==> src/design/fdc_pkg.sv <==
// ----------------------------------------------------------------------------
// fdc_pkg
// shared types, constants and the crc-16 byte update for the frame deframer
// ----------------------------------------------------------------------------
package fdc_pkg;

    localparam int MAX_PAYLOAD = 1024;

    localparam logic [15:0] CRC_INIT = 16'hFFFF;
    localparam logic [15:0] CRC_POLY = 16'h1021;
    localparam logic [15:0] TIMEOUT_RESET = 16'd3000;
    localparam logic [15:0] TICKS_MAX = 16'hFFFF;

    localparam int CFG_INDEX_W = 2;
    localparam logic [CFG_INDEX_W-1:0] CFG_SYNC_FIRST = 2'd0;
    localparam logic [CFG_INDEX_W-1:0] CFG_SYNC_SECOND = 2'd1;
    localparam logic [CFG_INDEX_W-1:0] CFG_IDLE_TIMEOUT = 2'd2;

    typedef enum logic [1:0] {
        KIND_PAYLOAD   = 2'd0,
        KIND_GOOD      = 2'd1,
        KIND_BAD_CRC   = 2'd2,
        KIND_LINK_LOST = 2'd3
    } kind_t;

    typedef enum logic {
        OP_BYTE = 1'b0,
        OP_TICK = 1'b1
    } op_t;

    typedef struct packed {
        op_t        op;
        logic [7:0] rx_byte;
    } in_item_t;

    typedef struct packed {
        kind_t       kind;
        logic [7:0]  frame_kind;
        logic [7:0]  payload_byte;
        logic [9:0]  byte_offset;
        logic [10:0] frame_length;
        logic        frame_last;
    } out_item_t;

    typedef struct packed {
        logic [7:0]  sync_first;
        logic [7:0]  sync_second;
        logic [15:0] idle_timeout;
    } cfg_t;

    // msb-first crc-16, one byte, eight shift steps
    function automatic logic [15:0] crc_feed(input logic [15:0] crc, input logic [7:0] b);
        logic [15:0] c;
        c = crc ^ {b, 8'h00};
        for (int i = 0; i < 8; i++) begin
            if (c[15]) begin
                c = {c[14:0], 1'b0} ^ CRC_POLY;
            end else begin
                c = {c[14:0], 1'b0};
            end
        end
        return c;
    endfunction

endpackage

==> src/design/fdc_cfg_regs.sv <==
// ----------------------------------------------------------------------------
// fdc_cfg_regs
// software-visible sync bytes and idle timeout
// ----------------------------------------------------------------------------
module fdc_cfg_regs (
    input  logic                             aclk,
    input  logic                             aresetn,
    input  logic                             wr_en,
    input  logic [fdc_pkg::CFG_INDEX_W-1:0]  wr_index,
    input  logic [31:0]                      wr_data,
    output fdc_pkg::cfg_t                    cfg
);

    fdc_pkg::cfg_t cfg_reg;
    fdc_pkg::cfg_t cfg_next;

    always_comb begin
        cfg_next = cfg_reg;
        if (wr_en) begin
            unique case (wr_index)
                fdc_pkg::CFG_SYNC_FIRST:   cfg_next.sync_first = wr_data[7:0];
                fdc_pkg::CFG_SYNC_SECOND:  cfg_next.sync_second = wr_data[7:0];
                fdc_pkg::CFG_IDLE_TIMEOUT: cfg_next.idle_timeout = wr_data[15:0];
                default:                   cfg_next = cfg_reg;
            endcase
        end
    end

    always_ff @(posedge aclk) begin
        if (!aresetn) begin
            cfg_reg.sync_first   <= 8'd0;
            cfg_reg.sync_second  <= 8'd0;
            cfg_reg.idle_timeout <= fdc_pkg::TIMEOUT_RESET;
        end else begin
            cfg_reg <= cfg_next;
        end
    end

    assign cfg = cfg_reg;

endmodule

==> src/design/fdc_parser.sv <==
// ----------------------------------------------------------------------------
// fdc_parser
// frame parse state, running crc and idle counter; one word per enabled cycle
// ----------------------------------------------------------------------------
module fdc_parser (
    input  logic                aclk,
    input  logic                aresetn,
    input  fdc_pkg::cfg_t       cfg,
    input  logic                step,
    input  fdc_pkg::in_item_t   item,
    output logic                res_valid,
    output fdc_pkg::out_item_t  res_item
);

    typedef enum logic [2:0] {
        PH_SYNC1, PH_SYNC2, PH_TYPE, PH_LEN_LO, PH_LEN_HI, PH_PAYLOAD, PH_CRC_HI, PH_CRC_LO
    } phase_t;

    phase_t      phase_reg, phase_next;
    logic [7:0]  type_reg, type_next;
    logic [15:0] length_reg, length_next;
    logic [10:0] count_reg, count_next;
    logic [15:0] crc_reg, crc_next;
    logic [7:0]  crc_high_reg, crc_high_next;
    logic [15:0] ticks_reg, ticks_next;

    logic [15:0] ticks_inc;
    logic [15:0] crc_upd;
    logic [15:0] full_length;
    logic [10:0] count_inc;
    logic [7:0]  b;

    assign b = item.rx_byte;
    assign ticks_inc = (ticks_reg < fdc_pkg::TICKS_MAX) ? ticks_reg + 16'd1 : ticks_reg;
    // type byte restarts the crc
    assign crc_upd = fdc_pkg::crc_feed((phase_reg == PH_TYPE) ? fdc_pkg::CRC_INIT : crc_reg, b);
    assign full_length = {b, length_reg[7:0]};
    assign count_inc = count_reg + 11'd1;

    always_comb begin
        phase_next    = phase_reg;
        type_next     = type_reg;
        length_next   = length_reg;
        count_next    = count_reg;
        crc_next      = crc_reg;
        crc_high_next = crc_high_reg;
        ticks_next    = ticks_reg;
        res_valid     = 1'b0;
        res_item      = '0;

        if (step) begin
            if (item.op == fdc_pkg::OP_TICK) begin
                if (ticks_inc > cfg.idle_timeout) begin
                    ticks_next    = 16'd0;
                    res_valid     = 1'b1;
                    res_item.kind = fdc_pkg::KIND_LINK_LOST;
                end else begin
                    ticks_next = ticks_inc;
                end
            end else begin
                ticks_next = 16'd0;
                unique case (phase_reg)
                    PH_SYNC1: begin
                        if (b == cfg.sync_first) begin
                            phase_next = PH_SYNC2;
                        end
                    end
                    PH_SYNC2: begin
                        phase_next = (b == cfg.sync_second) ? PH_TYPE : PH_SYNC1;
                    end
                    PH_TYPE: begin
                        type_next  = b;
                        crc_next   = crc_upd;
                        phase_next = PH_LEN_LO;
                    end
                    PH_LEN_LO: begin
                        length_next = {8'd0, b};
                        crc_next    = crc_upd;
                        phase_next  = PH_LEN_HI;
                    end
                    PH_LEN_HI: begin
                        length_next = full_length;
                        crc_next    = crc_upd;
                        if (32'(full_length) > 32'(fdc_pkg::MAX_PAYLOAD)) begin
                            phase_next = PH_SYNC1;
                        end else begin
                            count_next = 11'd0;
                            phase_next = (full_length == 16'd0) ? PH_CRC_HI : PH_PAYLOAD;
                        end
                    end
                    PH_PAYLOAD: begin
                        crc_next   = crc_upd;
                        count_next = count_inc;
                        if (16'(count_inc) >= length_reg) begin
                            phase_next = PH_CRC_HI;
                        end
                        res_valid             = 1'b1;
                        res_item.kind         = fdc_pkg::KIND_PAYLOAD;
                        res_item.frame_kind   = type_reg;
                        res_item.payload_byte = b;
                        res_item.byte_offset  = count_reg[9:0];
                        res_item.frame_length = length_reg[10:0];
                    end
                    PH_CRC_HI: begin
                        crc_high_next = b;
                        phase_next    = PH_CRC_LO;
                    end
                    PH_CRC_LO: begin
                        phase_next            = PH_SYNC1;
                        res_valid             = 1'b1;
                        res_item.kind         = ({crc_high_reg, b} == crc_reg) ?
                                                fdc_pkg::KIND_GOOD : fdc_pkg::KIND_BAD_CRC;
                        res_item.frame_kind   = type_reg;
                        res_item.frame_length = length_reg[10:0];
                        res_item.frame_last   = 1'b1;
                    end
                    default: phase_next = PH_SYNC1;
                endcase
            end
        end
    end

    always_ff @(posedge aclk) begin
        if (!aresetn) begin
            phase_reg    <= PH_SYNC1;
            type_reg     <= 8'd0;
            length_reg   <= 16'd0;
            count_reg    <= 11'd0;
            crc_reg      <= fdc_pkg::CRC_INIT;
            crc_high_reg <= 8'd0;
            ticks_reg    <= 16'd0;
        end else begin
            phase_reg    <= phase_next;
            type_reg     <= type_next;
            length_reg   <= length_next;
            count_reg    <= count_next;
            crc_reg      <= crc_next;
            crc_high_reg <= crc_high_next;
            ticks_reg    <= ticks_next;
        end
    end

endmodule

==> src/design/frame_deframer_crc16_check.sv <==
// ----------------------------------------------------------------------------
// frame_deframer_crc16_check
// sync/type/length/payload/crc-16 frame parser with idle link-lost report
// ----------------------------------------------------------------------------
//
//  channel   direction  handshake          word
//  s_        in         s_valid/s_ready    op, rx_byte
//  m_        out        m_valid/m_ready    kind, frame_kind, payload_byte,
//                                          byte_offset, frame_length, frame_last
//  cfg_      in         cfg_valid/cfg_ready index 0..2, data
//
//  one word per cycle sustained while m_ready is high: input register, then
//  the parser step (crc byte update, eight shift steps) into the result register
//  an accepted word passes the input register, then the result register, to m_valid
//  a word that makes no result just advances the parser state
//  s_ready follows m_ready combinationally when both registers hold words
//  synchronous active-low reset, no clearing pass; cfg_ready is always high
//
module frame_deframer_crc16_check (
    input  logic                             aclk,
    input  logic                             aresetn,

    input  logic                             s_valid,
    output logic                             s_ready,
    input  fdc_pkg::in_item_t                s_item,

    output logic                             m_valid,
    input  logic                             m_ready,
    output fdc_pkg::out_item_t               m_item,

    input  logic                             cfg_valid,
    output logic                             cfg_ready,
    input  logic [fdc_pkg::CFG_INDEX_W-1:0]  cfg_index,
    input  logic [31:0]                      cfg_data
);

    fdc_pkg::cfg_t      cfg;

    // input register
    logic               in_valid_reg, in_valid_next;
    fdc_pkg::in_item_t  in_item_reg;

    // result register
    logic               out_valid_reg, out_valid_next;
    fdc_pkg::out_item_t out_item_reg;

    logic               advance;
    logic               res_valid;
    fdc_pkg::out_item_t res_item;

    assign cfg_ready = 1'b1;

    fdc_cfg_regs u_cfg (
        .aclk     (aclk),
        .aresetn  (aresetn),
        .wr_en    (cfg_valid),
        .wr_index (cfg_index),
        .wr_data  (cfg_data),
        .cfg      (cfg)
    );

    // the held word moves through the parser when the result slot is free
    assign advance = in_valid_reg && (!out_valid_reg || m_ready);
    assign s_ready = !in_valid_reg || advance;

    fdc_parser u_parser (
        .aclk      (aclk),
        .aresetn   (aresetn),
        .cfg       (cfg),
        .step      (advance),
        .item      (in_item_reg),
        .res_valid (res_valid),
        .res_item  (res_item)
    );

    always_comb begin
        in_valid_next = in_valid_reg;
        if (s_ready) begin
            in_valid_next = s_valid;
        end
        out_valid_next = out_valid_reg;
        if (advance) begin
            out_valid_next = res_valid;
        end else if (m_ready) begin
            out_valid_next = 1'b0;
        end
    end

    always_ff @(posedge aclk) begin
        if (!aresetn) begin
            in_valid_reg  <= 1'b0;
            out_valid_reg <= 1'b0;
        end else begin
            in_valid_reg  <= in_valid_next;
            out_valid_reg <= out_valid_next;
        end
    end

    // payload registers, no reset
    always_ff @(posedge aclk) begin
        if (s_valid && s_ready) begin
            in_item_reg <= s_item;
        end
        if (advance && res_valid) begin
            out_item_reg <= res_item;
        end
    end

    assign m_valid = out_valid_reg;
    assign m_item  = out_item_reg;

endmodule

==> config.mk <==
export PLATFORM = sky130hd
export DESIGN_NAME = frame_deframer_crc16_check
export DESIGN_NICKNAME = d
export VERILOG_FILES = /design/src/design/fdc_pkg.sv /design/src/design/fdc_cfg_regs.sv /design/src/design/fdc_parser.sv /design/src/design/frame_deframer_crc16_check.sv
export SDC_FILE = /design/constraint.sdc
export NUM_CORES = 1
export LEC_CHECK = 0
export ABC_AREA = 1
export BUFFER_PORTS_ARGS = -buffer_cell sky130_fd_sc_hd__buf_2
export CAP_MARGIN = 20
export CORE_ASPECT_RATIO = 1.2
export CORE_UTILIZATION = 30
export DETAILED_ROUTE_END_ITERATION = 7
export GPL_ROUTABILITY_DRIVEN = 1
export SETUP_SLACK_MARGIN = 0.5
export SLEW_MARGIN = 25
export SYNTH_ARGS = -nofsm -noshare
export SYNTH_HDL_FRONTEND = slang
export SYNTH_SLANG_ARGS = --single-unit
==> constraint.sdc <==
create_clock -name aclk -period 4.3 [get_ports aclk]
set_input_delay 0.43 -clock aclk [delete_from_list [all_inputs] [get_ports aclk]]
set_output_delay 0.43 -clock aclk [all_outputs]
set_load 0.01 [all_outputs]
==> flow_summary.toml, run 1 <==
[detailed_routing]
drt_iter0_markers = 406
antenna_left = 0
drt-met1-wl_um = 9010
top_layer = "met4"
first_pass_iters = 5
wl_um = 19200
wl_met3_um = 870
viasPerCell = 4.63
wl_met2_um = 8970
wl_per_cell_um = 13.1
num_vias = 6803
remaining_drc_errors = 0

[synth]
synth_area_leaders = "dfxtp_1 (27%), edfxtp_1 (18%), nand2_1 (9.2%), inv_1 (6.6%), a21oi_1 (6.2%)"
synthAdderAreaFrac_pct = 4.41
yosysSeqAreaShare_pct = 45.1
synth_cells = 1058
synthesis.area_um2 = 8230
yosys_warnings = 0
yosysTopAreaCell = "dfxtp_1"
syn-num-nets = 1135
netlist.area_leader.share_pct = 27.3
synth_common_cells = "nand2_1 (202), inv_1 (145), dfxtp_1 (112), nor2_1 (111), a21oi_1 (102)"
synth_most_common_cell = "nand2_1"
synthFlopType = "dfxtp_1"
synth_edf_count = 49
synth_xor_area_share_pct = 4.41
synth-seq-cells = 161
synth_mux_area_share_pct = 0
synth_compound_gate_area_share_pct = 13.9
async_reset_ff_share_pct = 0
syn-mean-instance-area_um2 = 7.78
yosys.area_share.simple_pct = 22.6
synth_top_family_by_area = "simple AND/OR/NAND/NOR gates"
synth_cell_types = 40

[worst_setup_path]
crit_path_end_kind = "flip-flop"
rr_endpoint = "m_item[26]"
rrSetupSlack_ps = 880
critPathRequiredTime_ps = 4390
crit_path_start_kind = "flip-flop"
cpMostUsedCell = "nand2_1"
crit_fanout = 40
crit_buf_inv = 4
crit_type = "flip-flop to flip-flop"
r2r_cells = 18
crit_chain = "ha_1, nand2_1, inv_1, nand2_2, nor2_4, nand2_1, inv_1, nand2_1, o21ai_0, inv_1, ha_1, nand2_1, nor4_2, nand2_1, nand2_1, nand3_1, nand2_1, buf_6"
crit_path_top_delay_cell = "dfxtp_1"
slowest_delay_ps = 400
r2r_start = "u_parser.ticks_reg[0]"
arrival_ps = 3510
crit_family = "simple AND/OR/NAND/NOR gates"

[cells_and_area]
nets = 1193
largest_reg_flops = 40
area_growth_pct = 15.3
postLayoutCoreUtil_pct = 35.1
final_cells = 1469
num_antenna_cells = 0
drive_gt1_share_pct = 13.4

[worst_hold_path]
min_path_cells = 1
hold_class = "primary input to flip-flop"
min_to = "in_item_reg[8]"
hold_start = "s_item[8]"

[cts]
cts_sinks = 161
cts_inserted_buffers = 17
post_cts_resized = 0
insertion_delay_ps = 430
htreeDepth = 4
cts_tree = "built"
post-cts-setup-buffers = 0
path_clk_slew_ps = 60
clock-root-buffer = "clkbuf_16"
cts_hold_buf = 0
clk_path_buf_depth = 2

[global_route]
grt_pass1_wl_um = 31100
overflow = 0
antenna_found_initial = 0
track_usage_pct = 14.1
grt_pass1_vias = 6206
grt_max_degree = 45

[power]
finalPower_mw = 3.35
powerDensity_nw_per_um2 = 353
peakVddDrop_v = 0.000285
power_leakage_nw = 4.07

[placement]
gp_congestion = 0.898
pre_cts_slack_ps = 785
dp_cells = 1437
numPortBuffers = 73
dpl.hpwl_um = 13900

[floorplanning]
initial_core_util_pct = 30.5
core_um2 = 27000
io_pins = 91
die_h_um = 183
die_w_um = 153
fp-row-count = 66
die-area_um2 = 28100

[sta]
relSlewSlack_pct = 44.7
setup_viol = 0
fin_tns_setup_ps = 0
hold_viol_final = 0
tightest_slew_ps = 827
fmax_mhz = 292
drv_slew = 0
fin_ws_ps = 877
finalCritPeriodShare_pct = 79.6
rsz0062_at_grt = "no"
fin_crit_ps = 3420
finClkSkew_ps = 14.4

[outcome]
status = "complete, no violations"

[run]
cap_violations = 0
==> cells in the final DEF (no fill, tap or decap), types with 3 or more instances in the layout <==
cell / netlist / final
a211oi_1: 14 / 14
a21oi_1: 102 / 102
buf_2: 16 / 73
buf_4: 3 / 5
clkbuf_16: 0 / 17
clkinvlp_4: 0 / 4
dfxtp_1: 112 / 112
edfxtp_1: 49 / 49
ha_1: 29 / 29
inv_1: 145 / 145
inv_2: 7 / 7
inv_6: 0 / 5
nand2_1: 202 / 202
nand2_2: 8 / 8
nand2_4: 3 / 3
nand3_1: 72 / 72
nand4_1: 7 / 7
nor2_1: 111 / 111
nor2_2: 3 / 3
nor2_4: 4 / 4
nor3_1: 8 / 8
nor4_1: 3 / 3
o211ai_1: 11 / 11
o21ai_0: 64 / 64
o21ai_1: 3 / 3
o21ai_2: 3 / 3
o21bai_1: 6 / 6
xnor2_1: 14 / 14
xor2_1: 20 / 20
xor2_2: 4 / 4
==> report_power, final <==
part / internal, mW / switching (mW)
combinational: 0.0607 / 0.119
clock: 0.889 / 0.674
sequential: 1.58 / 0.0272
total: 2.53 / 0.820
==> layout make-up <==
cell class | instances | area (µm²)
clock buffer | 18 | 439
clock inverter | 14 | 170
fill | 2803 | 17500
inverter | 153 | 574
multi-input combinational | 703 | 3730
sequential | 161 | 3710
tap | 340 | 425
timing repair buffer | 80 | 434
==> worst max path at each step <==
stage          depth (start not counted)             startpoint    endpoint
4_1_cts                               18  u_parser.ticks_reg[0]  m_item[32]
2_1_floorplan                         17  u_parser.ticks_reg[0]   m_item[0]
5_1_grt                               18  u_parser.ticks_reg[0]  m_item[32]
6_report                              18  u_parser.ticks_reg[0]  m_item[26]
3_5_place_dp                          18  u_parser.ticks_reg[0]  m_item[18]
3_3_place_gp                          17  u_parser.ticks_reg[0]  m_item[18]
==> stage by stage <==
step,hold WS (ps),cell area [µm²]
finish,181,9490
global route,175,9490
CTS,169,9480
detailed placement,450,8870
global placement,445,8850
floorplan,430,8230
==> per-layer routing <==
metal	vias up	global-route usage [%]
met5	-	0
met4	0	5.17
met3	21	2.53
met2	160	23.4
met1	3083	18.1
li1	3539	-
==> cell families after synthesis <==
kind of cell,after synthesis
AND/OR/NAND/NOR,428
buffers and inverters,194
other,1
adder cells (fa/ha/maj),29
flip-flops,161
AO/OA/AOI/OAI,207
XOR/XNOR,38
Power figures use the tool's default switching activity.
==> run 2: changes to the inputs <==
Clock period 4.3 ns to 2.9 ns, I/O delays scaled along.
==> run 2 against run 1 <==
Net effect: utilization is 3.3 points higher; fmax is 19% higher; setup slack worse by 860 ps; critical path depth stayed put; clock skew is 0.58 ps lower; clock-buffer cell count is 1 lower; combinational power is 66% higher; critical path type unchanged; largest power group unchanged; highest routed layer unchanged.
==> flow_summary.toml, run 2 (synthesis results as in run 1) <==
[outcome]
status = "complete, no violations"

[sta]
tightest_slew_ps = 640
finalCritPeriodShare_pct = 99.5
fin_ws_ps = 14.0
hold_slack_ps = 45.1
setup_viol = 0
relSlewSlack_pct = 57.4
fin_tns_setup_ps = 0
rsz0062_at_grt = "yes"
drv_slew = 0
hold_viol_final = 0
finClkSkew_ps = 13.9
fmax_mhz = 347
fin_crit_ps = 2890

[cells_and_area]
final_common_cell = "nand2_1"
postLayoutCoreUtil_pct = 38.5
nets = 1231
largest_reg_flops = 40
layout_common_cells = "nand2_1 (186), inv_1 (142), dfxtp_1 (105)"
num_antenna_cells = 0
drive_gt1_share_pct = 22.5
post-route-cell-area_um2 = 10400
area_growth_pct = 26.2

[cts]
insertion_delay_ps = 430
cts_inserted_buffers = 17
clk_path_buf_depth = 2
cts_sinks = 161
path_clk_slew_ps = 60
clock-root-buffer = "clkbuf_16"
cts_tree = "built"
htreeDepth = 4

[floorplanning]
die_w_um = 153
die_h_um = 183
core_um2 = 27000
initial_core_util_pct = 30.5
die-area_um2 = 28100
fp-row-count = 66
io_pins = 91

[power]
internal_power_mw = 3.83
combPwrFrac_pct = 5.9
power_leakage_nw = 4.38
pwr-share-clk_pct = 46.9
swShare_pct = 24.1
powerDensity_nw_per_um2 = 486
peakVddDrop_v = 0.000380
seqPwrFrac_pct = 47.2
p_sw_mw = 1.21

[detailed_routing]
viasPerCell = 4.69
first_pass_iters = 5
antenna_left = 0
wl_per_cell_um = 14.0
wl_um = 21100
num_vias = 7071
remaining_drc_errors = 0
drt_iter0_markers = 382

[placement]
placed_cell_area_um2 = 9090
gp_congestion = 0.886
pre_cts_slack_ps = -66.9
numPortBuffers = 73
dpl.hpwl_um = 14500

[worst_setup_path]
arrival_ps = 3060
crit_type = "flip-flop to flip-flop"
crit_path_start_kind = "flip-flop"
critPathRequiredTime_ps = 3080
crit_path_end_kind = "flip-flop"
crit_fanout = 5

[global_route]
grt_pass1_vias = 6516
antenna_found_initial = 0
track_usage_pct = 15.2
overflow = 0
grt_max_degree = 69
grt_pass1_wl_um = 33300

[worst_hold_path]
hold_class = "primary input to flip-flop"

[run]
cap_violations = 0
-- run 2: cell types whose count changed in the layout (fill, tap and decap cells not counted), moves of 10 or more --
cell,previous run,this run
a21oi_1,102,90
a21oi_2,1,13
buf_4,5,29
ha_1,29,19
nand2_1,202,186
nand3_1,72,62
-- run 2: cell type report --
cell class	instances	area [µm²]
well taps	340	425
repair inverters	1	6.26
clock inverters	15	195
flip-flops and latches	161	3720
multi-input cells	710	4300
inverters	153	579
fillers	2672	16600
repair buffers	110	733
clock buffers	17	425
-- run 2: final timing paths --
| path | from | endpoint | slack (ps) | depth (start not counted) |
|---|---|---|---|---|
| worst max register to register | u_parser.ticks_reg[0] | m_item[38] | 10 | 18 |
| worst min-delay path | s_item[8] | in_item_reg[8] | 50 | 1 |
| worst max-delay path | u_parser.ticks_reg[0] | m_item[38] | 10 | 18 |
| worst min register to register | u_parser.length_reg[14] | u_parser.length_reg[14] | 460 | 2 |
-- run 2: stage by stage --
step	instances	total power, mW
finish	1507	5.04
global route	1507	5.22
CTS	1502	5.09
detailed placement	1453	2.71
global placement	1453	2.71
floorplan	1058	2.61
-- run 2: layer usage --
layer / wire (µm) / track usage [%]
met1: 9840 / 19.3
met2: 10000 / 25.4
met3: 762 / 2.43
met4: 510 / 6.51
met5: 0 / 0
-- run 2: power by group through the flow --
stage               clock network (mW)  registers, mW  logic (mW)
floorplan                            0           2.41       0.200
global placement                     0           2.43       0.275
detailed placement                   0           2.43       0.278
CTS                               2.42           2.38       0.286
global route                      2.50           2.38       0.335
finish                            2.36           2.38       0.298
-- run 2: worst max-delay path, stage by stage, from the launching register on --
cell and delay, ps:
dfxtp_2 350, ha_4 140, nand2_2 50, inv_2 80, nand2_4 60, nor2_4 110
nand2_2 90, inv_2 70, nand2_1 50, o21ai_1 110, inv_1 90, ha_1 310
nand2_2 70, nor4_4 330, nand3_2 190, nand3_4 160, buf_12 190, buf_8 130
nand2_1 40
-- run 2: repair_timing --
item	CTS	global route
gates resized for setup	40	57
buffers inserted	8	4
cloned	9	1
hold buffers	0	0
endpoints found under the setup margin	62	62
pin swaps	27	16
==> run 3: changes to the inputs <==
Settings changed: PLACE_DENSITY from default to 0.51.
==> run 3 against run 2 <==
Net effect: worst hold slack got worse by 8.0 ps; power fell by 0.94%; die area did not move; final area rose by 1.2%; critical path type unchanged; critical endpoint is now m_item[34]; largest cell class unchanged; highest routed layer is now met5.
==> flow_summary.toml, run 3 (synthesis results as in run 1) <==
[worst_setup_path]
arrival_ps = 2990
crit_path_start_kind = "flip-flop"
crit_path_end_kind = "flip-flop"
slowest_delay_ps = 370
crit_chain = "ha_4, nand2_2, inv_2, nand2_4, nor2_4, nand2_2, nor2_4, clkinv_4, buf_12, buf_12, nand2_4, ha_4, nand2_4, nor4_4, nand2_1, nand2_2, nand3_4, buf_12, nand2_4"
critPathRequiredTime_ps = 3040
crit_type = "flip-flop to flip-flop"
crit_fanout = 7
cpMostUsedCell = "nand2_4"
crit_path_top_delay_cell = "dfxtp_4"

[floorplanning]
die-area_um2 = 28100
die_h_um = 183
core_um2 = 27000
die_w_um = 153
initial_core_util_pct = 30.5
fp-row-count = 66
io_pins = 91

[cells_and_area]
area_growth_pct = 27.8
layout_common_cells = "nand2_1 (185), inv_1 (139), nor2_1 (102)"
drive_gt1_share_pct = 24.9
postLayoutCoreUtil_pct = 38.9
nets = 1231
final_common_cell = "nand2_1"
num_antenna_cells = 0
final_cells = 1507
post-route-cell-area_um2 = 10500
largest_reg_flops = 40

[global_route]
grt_pass1_wl_um = 33700
overflow = 0
grt_pass1_vias = 6462
grt_max_degree = 42
track_usage_pct = 15.4
antenna_found_initial = 2

[cts]
cts_inserted_buffers = 17
cts_tree = "built"
path_clk_slew_ps = 70
clk_path_buf_depth = 2
insertion_delay_ps = 430
htreeDepth = 4
clock-root-buffer = "clkbuf_16"
cts_sinks = 161
cts_hold_buf = 0

[sta]
drv_slew = 0
finalCritPeriodShare_pct = 98.1
hold_slack_ps = 37.1
fin_crit_ps = 2850
setup_viol = 0
relSlewSlack_pct = 62.9
rsz0062_at_grt = "yes"
hold_viol_final = 0
fin_tns_setup_ps = 0
tightest_slew_ps = 551
fmax_mhz = 351
finClkSkew_ps = 13.3

[power]
powerDensity_nw_per_um2 = 475
peakVddDrop_v = 0.000373
power_leakage_nw = 4.40

[run]
cap_violations = 0

[detailed_routing]
viasPerCell = 4.63
remaining_drc_errors = 0
antenna_left = 0
drt_iter0_markers = 248
wl_per_cell_um = 14.3
num_vias = 6984
first_pass_iters = 4
wl_um = 21600

[outcome]
status = "complete, no violations"

[placement]
numPortBuffers = 73
placed_cell_area_um2 = 9100
dp_cells = 1452
dpl.hpwl_um = 15200
gp_congestion = 0.862

[worst_hold_path]
hold_class = "primary input to flip-flop"
==> run 3: critical path, delay by kind of cell (launching register included) <==
family | cells | cell delay (ps)
simple gates | 12 | 1270
flops | 1 | 370
buf+inv | 5 | 610
fa+ha+maj | 2 | 290
==> run 3: path summary, 6_finish.rpt <==
| path | depth (start not counted) | end | startpoint | slack, ps |
|---|---|---|---|---|
| max | 19 | m_item[34] | u_parser.ticks_reg[0] | 50 |
| min | 1 | in_item_reg[8] | s_item[8] | 40 |
| max reg2reg | 19 | m_item[34] | u_parser.ticks_reg[0] | 50 |
| min reg2reg | 2 | u_parser.length_reg[14] | u_parser.length_reg[14] | 460 |
==> run 3: report_power, final <==
| group | internal, mW | switching, mW | total [mW] |
|---|---|---|---|
| clock | 1.24 | 1.07 | 2.32 |
| sequential | 2.34 | 0.0399 | 2.38 |
| combinational | 0.105 | 0.195 | 0.300 |
==> run 3: through the flow <==
step,power (mW),worst slack (ps)
after global routing,5.17,-95.0
final,5.00,54.7
after global placement,2.71,-6.31
after CTS,5.03,129
after floorplan,2.61,298
after detailed placement,2.71,-24.7
==> run 3: final cells by class <==
cell class / instances / area, µm²
clock buffers: 17 / 425
clock inverters: 15 / 185
fillers: 2741 / 16500
inverters: 153 / 579
multi-input cells: 708 / 4400
flip-flops and latches: 161 / 3740
well taps: 340 / 425
repair buffers: 113 / 763
==> run 3: repair_timing <==
action | CTS | global route
gates resized for setup | 26 | 108
pin swaps | 11 | 24
buffers inserted | 2 | 15
setup endpoints to repair | 62 | 63
endpoints found under the hold margin | 0 | 0
cloned | 4 | 2
==> run 3: layer usage <==
| layer | track usage (%) | wire (µm) |
|---|---|---|
| met5 | 0 | 26 |
| met4 | 5.41 | 377 |
| met3 | 3.14 | 799 |
| met2 | 25.8 | 10400 |
| met1 | 19.5 | 10000 |
